## config.mk

```make
export PLATFORM = sky130hd
export DESIGN_NAME = gcl_ctrl
export DESIGN_NICKNAME = d
export VERILOG_FILES = /design/src/hw/rtl/grid_component_labeler_assert.svh /design/src/hw/rtl/gcl_pkg.sv /design/src/hw/rtl/gcl_ctrl.sv
export SDC_FILE = /design/constraint.sdc
export NUM_CORES = 1
export LEC_CHECK = 0
export ABC_AREA = 1
export BUFFER_PORTS_ARGS = -buffer_cell sky130_fd_sc_hd__buf_4
export CAP_MARGIN = 20
export CORE_UTILIZATION = 35
export CTS_BUF_LIST = sky130_fd_sc_hd__clkbuf_2
export CTS_CLUSTER_DIAMETER = 40
export DETAILED_ROUTE_END_ITERATION = 8
export GPL_TIMING_DRIVEN = 0
export SLEW_MARGIN = 20
export SYNTH_ARGS = -nofsm -noshare
export SYNTH_HDL_FRONTEND = slang
export SYNTH_SLANG_ARGS = --single-unit
```

## constraint.sdc

```tcl
create_clock -name i_clk -period 1.4 [get_ports i_clk]
set_clock_uncertainty 0.1 [all_clocks]
set_input_delay 0.28 -clock i_clk [delete_from_list [all_inputs] [get_ports i_clk]]
set_output_delay 0.28 -clock i_clk [all_outputs]
set_load 0.01 [all_outputs]
```

## src/hw/rtl/grid_component_labeler_assert.svh

```systemverilog
// ----------------------------------------------------------------------------
// Grid component labeler assertion macros
// Concurrent checks on a clock with a synchronous active-low reset.
// ----------------------------------------------------------------------------
`ifndef GRID_COMPONENT_LABELER_ASSERT_SVH
`define GRID_COMPONENT_LABELER_ASSERT_SVH

// same-cycle implication
`define GCL_ASSERT_NOW(name, clk, rst_n, ante, cons, msg) \
    name: assert property (@(posedge clk) disable iff (!rst_n) (ante) |-> (cons)) \
        else $error(msg);

// next-cycle implication
`define GCL_ASSERT_NEXT(name, clk, rst_n, ante, cons, msg) \
    name: assert property (@(posedge clk) disable iff (!rst_n) (ante) |=> (cons)) \
        else $error(msg);

`endif

```

## src/hw/rtl/gcl_pkg.sv

```systemverilog
// ----------------------------------------------------------------------------
// Grid component labeler package
// Field widths, operation and register codes, controller command and status.
// ----------------------------------------------------------------------------
`timescale 1ns / 1ps
`default_nettype none

package gcl_pkg;

    localparam int FUNC_W      = 2;
    localparam int COORD_W     = 6;
    localparam int FIELD_W     = 12;
    localparam int CFG_INDEX_W = 2;
    localparam int CFG_DATA_W  = 6;

    localparam int IN_TDATA_W  = 16;
    localparam int OUT_TDATA_W = 24;
    localparam int IN_X_LSB    = 0;
    localparam int IN_Z_LSB    = 6;
    localparam int IN_OCC_BIT  = 12;

    localparam logic [FUNC_W-1:0] FUNC_WRITE = 2'd0;
    localparam logic [FUNC_W-1:0] FUNC_RUN   = 2'd1;
    localparam logic [FUNC_W-1:0] FUNC_READ  = 2'd2;

    localparam logic [CFG_INDEX_W-1:0] CFG_EXCL_EN = 2'd0;
    localparam logic [CFG_INDEX_W-1:0] CFG_EXCL_X  = 2'd1;
    localparam logic [CFG_INDEX_W-1:0] CFG_EXCL_Z  = 2'd2;

    typedef struct packed {
        logic load_in;
        logic sweep_occ;
        logic sweep_lbl;
        logic occ_wr;
        logic rd_cell;
        logic scan_rd;
        logic scan_adv;
        logic seed;
        logic pop_rd;
        logic nb_rd;
        logic nb_adv;
        logic nb_mark;
        logic cnt_clr;
        logic valid_set;
        logic push;
        logic push_label;
    } t_cmd;

    typedef struct packed {
        logic sweep_last;
        logic scan_last;
        logic cand;
        logic q_empty;
        logic nb_ok;
        logic nb_last;
        logic out_free;
    } t_status;

endpackage

`default_nettype wire

```

## src/hw/rtl/gcl_ctrl.sv

```systemverilog
// ----------------------------------------------------------------------------
// Grid component labeler controller
// Sequences cell writes, label reads and the clear/scan/flood-fill run.
// ----------------------------------------------------------------------------
`timescale 1ns / 1ps
`default_nettype none

module gcl_ctrl (
    input  logic                        i_clk,
    input  logic                        i_rst_n,
    input  logic                        i_in_valid,
    input  logic [gcl_pkg::FUNC_W-1:0]  i_in_func,
    output logic                        o_in_ready,
    input  gcl_pkg::t_status            i_status,
    output gcl_pkg::t_cmd               o_cmd
);

    localparam logic [3:0] S_INIT     = 4'd0;
    localparam logic [3:0] S_IDLE     = 4'd1;
    localparam logic [3:0] S_WRITE    = 4'd2;
    localparam logic [3:0] S_READ     = 4'd3;
    localparam logic [3:0] S_RESULT   = 4'd4;
    localparam logic [3:0] S_CLEAR    = 4'd5;
    localparam logic [3:0] S_SCAN_RD  = 4'd6;
    localparam logic [3:0] S_SCAN_CHK = 4'd7;
    localparam logic [3:0] S_POP      = 4'd8;
    localparam logic [3:0] S_NB_RD    = 4'd9;
    localparam logic [3:0] S_NB_CHK   = 4'd10;
    localparam logic [3:0] S_FINISH   = 4'd11;

    logic [3:0] r_state;
    logic [3:0] n_state;
    logic       r_is_read;
    logic       n_is_read;

    assign o_in_ready = (r_state == S_IDLE);

    always_comb begin
        n_state   = r_state;
        n_is_read = r_is_read;
        o_cmd     = '0;
        case (r_state)
            S_INIT: begin
                o_cmd.sweep_occ = 1'b1;
                if (i_status.sweep_last) begin
                    n_state = S_IDLE;
                end
            end
            S_IDLE: begin
                if (i_in_valid) begin
                    o_cmd.load_in = 1'b1;
                    n_is_read     = (i_in_func == gcl_pkg::FUNC_READ);
                    case (i_in_func)
                        gcl_pkg::FUNC_WRITE: n_state = S_WRITE;
                        gcl_pkg::FUNC_RUN: begin
                            o_cmd.cnt_clr = 1'b1;
                            n_state       = S_CLEAR;
                        end
                        gcl_pkg::FUNC_READ: n_state = S_READ;
                        default: n_state = S_RESULT;
                    endcase
                end
            end
            S_WRITE: begin
                o_cmd.occ_wr = 1'b1;
                n_state      = S_RESULT;
            end
            S_READ: begin
                o_cmd.rd_cell = 1'b1;
                n_state       = S_RESULT;
            end
            S_RESULT: begin
                if (i_status.out_free) begin
                    o_cmd.push       = 1'b1;
                    o_cmd.push_label = r_is_read;
                    n_state          = S_IDLE;
                end
            end
            S_CLEAR: begin
                o_cmd.sweep_lbl = 1'b1;
                if (i_status.sweep_last) begin
                    n_state = S_SCAN_RD;
                end
            end
            S_SCAN_RD: begin
                o_cmd.scan_rd = 1'b1;
                n_state       = S_SCAN_CHK;
            end
            S_SCAN_CHK: begin
                if (i_status.cand) begin
                    o_cmd.seed = 1'b1;
                    n_state    = S_POP;
                end else begin
                    o_cmd.scan_adv = 1'b1;
                    n_state        = i_status.scan_last ? S_FINISH : S_SCAN_RD;
                end
            end
            S_POP: begin
                if (i_status.q_empty) begin
                    o_cmd.scan_adv = 1'b1;
                    n_state        = i_status.scan_last ? S_FINISH : S_SCAN_RD;
                end else begin
                    o_cmd.pop_rd = 1'b1;
                    n_state      = S_NB_RD;
                end
            end
            S_NB_RD: begin
                if (i_status.nb_ok) begin
                    o_cmd.nb_rd = 1'b1;
                    n_state     = S_NB_CHK;
                end else begin
                    o_cmd.nb_adv = 1'b1;
                    n_state      = i_status.nb_last ? S_POP : S_NB_RD;
                end
            end
            S_NB_CHK: begin
                o_cmd.nb_mark = i_status.cand;
                o_cmd.nb_adv  = 1'b1;
                n_state       = i_status.nb_last ? S_POP : S_NB_RD;
            end
            S_FINISH: begin
                o_cmd.valid_set = 1'b1;
                n_state         = S_RESULT;
            end
            default: begin
                n_state = S_IDLE;
            end
        endcase
    end

    always_ff @(posedge i_clk) begin
        if (!i_rst_n) begin
            r_state   <= S_INIT;
            r_is_read <= 1'b0;
        end else begin
            r_state   <= n_state;
            r_is_read <= n_is_read;
        end
    end

endmodule

`default_nettype wire

```

==> summary.txt <==
Die X = 45.9 um
Max Cap Violations = 0
footprint of the multi-input gates = 556 um2
reg2reg path depth = 10
Clock Latency Late Sink = 210 ps
Detailed Place HPWL = 1430 um
Synth cell types = 21
Hold Path Class = primary input to flop
drt initial violations = 24
Syn-to-layout area delta = 63.8%
wire per inst = 10.5 um
Sink Count = 5
Post-synth top cells = nand2_1 (22), nor2_1 (19), inv_1 (16), nand2_2 (7), inv_2 (6)
Synth area leader = dfxtp_1
Post-Syn Instances = 112
RD Place Congestion = 0.835
Seq/Total Area, Yosys = 14.9%
Power Density = 1070 nW/um2
Netlist Area Pre-Place = 673 um2
filler cell count in the final layout = 167
Final Util = 62.5%
WHS Endpoint = r_state[0]
DRC Markers = 0
H-tree depth = 1
r2r setup slk = -30 ps
P_leak = 0.594 nW
Post-CTS Hold Fix Bufs = 0
Vias/cell = 4.69
CTS tree = done
CTS clk-pin slew, worst paths = 60 ps
CP required = 1020 ps
unrepaired setup endpoints after global routing = true
most frequent cell after synthesis = nand2_1
DRT antenna net count = 0
EDFF count, synth = 0
initial antenna violation count = 0
Setup Viol. Count Final = 17
hold path start = i_rst_n
Max transition margin = 83.9%
Slew Viols, Final = 0
FFs w/ async S/R, synth = 0%
Critical Path End Type = output pin
Cells on Worst Hold Path = 3
total track usage = 18.3%
final hold violations = 0
sequential standard cell area = 115 um2
largest net degree at the start of global routing = 7
final WL = 1860 um
# rows = 15
worst reg2reg startpoint = r_state[2]
Die H = 45.9 um
Tightest Pin Transition = 241 ps
FF+latch count, synth = 5
drt pass-1 iters = 4
CP arrival = 1180 ps
yosys warns = 0
Mean Syn Cell Area = 6.01 um2
number of global-route vias before repair = 666
Syn Nets = 128
Core ar. = 1760 um2
diode count = 0
full die area = 2100 um2
PortBufs = 28
dominant synthesized flop cell = dfxtp_1
RR Endpoint = r_state[0]
critical path class = flop to output pin
top-area cell type share of the netlist area = 14.9%
first-pass GRT wire length = 2840 um
Final WS setup = -163 ps
period utilization = 112%
Initial Util = 38.2%
GR Overflow Total = 0
CTS root buffer = clkbuf_2
share of layout cells above drive strength 1 = 56.9%
Place WS = -115 ps
number of primary I/O pins = 29
top post-synthesis cells by area = dfxtp_1 (15%), nand2_1 (12%), nor2_1 (11%)
FMAX = 640 MHz
status = complete, but fails checks
CTS Buf Count = 3
Fin Hold WS = 213 ps
violated checks = setup timing
nets@finish = 170
Clock Path Buffers = 2
via count = 835
crit-path max FO = 5
worst vdd ir = 0.552 mV
CP startpoint kind = flop
critical path startpoint = r_state[3]
Final min period = 1560 ps
cells by family after synthesis:
group	Yosys count	share of synthesized area (%)
adders and majority gates	4	7.44
DFF	5	14.9
AOI/OAI and AO/OA	13	12.3
buffers and inverters	22	12.3
and+or+nand+nor	68	53.2
worst max-delay path, cell delays in order, from the launching register on:
cell and delay [ps]:
dfxtp_4 360, inv_4 90, nand2_4 90, nor2_2 140
nand2_1 80, o21ai_2 70, buf_4 140
metrics by stage:
step	TNS, ps	cell area (um2)	cells	power [mW]
after CTS	-1360	1050	174	1.10
after detailed placement	-321	920	165	0.829
final	-1560	1100	178	1.18
after floorplan	0	678	112	0.645
after global routing	-2770	1100	178	1.26
after global placement	-238	920	165	0.826
cells in the final DEF (no fill, tap or decap), drive strengths merged:
| cell | n |
|---|---|
| nand4 | 1 |
| dfxtp | 5 |
| a21oi | 4 |
| o21ai | 7 |
| nor2 | 27 |
| nand2 | 32 |
| ha | 4 |
| buf | 37 |
| nand3 | 6 |
| inv | 22 |
| a41oi | 1 |
| clkbuf | 4 |
| o211ai | 1 |
| nor3 | 2 |
metal layers:
layer  up-vias  share of wire [%]  routed length, um  track usage (%)
met2        24                 52                960             32.1
met3         2                4.0                 75             1.19
li1        425                  -                  -                -
met5         -                  0                  0                0
met1       384                 44                816             24.4
met4         0               0.59                 11             3.53
worst max path at each step:
stage / endpoint / slack, ps / depth (start not counted)
floorplan: o_cmd[0] / 60 / 4
global route: o_cmd[9] / -240 / 6
detailed placement: o_cmd[0] / -120 / 5
finish: o_cmd[9] / -160 / 6
global placement: o_cmd[0] / -100 / 5
CTS: o_cmd[4] / -160 / 5
layout make-up:
class,count,area share (%)
sequential,5,10.4
clock buffer,4,1.82
timing repair buffer,37,25.9
multi-input combinational,85,50.4
tap,25,2.84
inverter,22,8.63
timing repair:
item / 4_1_cts / 5_1_grt
pin swaps: 5 / 9
endpoints found under the setup margin: 17 / 20
setup buffers: 5 / 5
gates resized for setup: 26 / 8
registers in the layout, summed over array words and instances, names as in the netlist:
signal / count
r_is_read: 1
r_state: 4
power breakdown:
| group | leakage, nW | internal [mW] | switching, mW |
|---|---|---|---|
| logic | 0.533 | 0.357 | 0.440 |
| registers | 0.0437 | 0.180 | 0.0674 |
| clock network | 0.0166 | 0.0757 | 0.0561 |
Power figures use the tool's default switching activity.
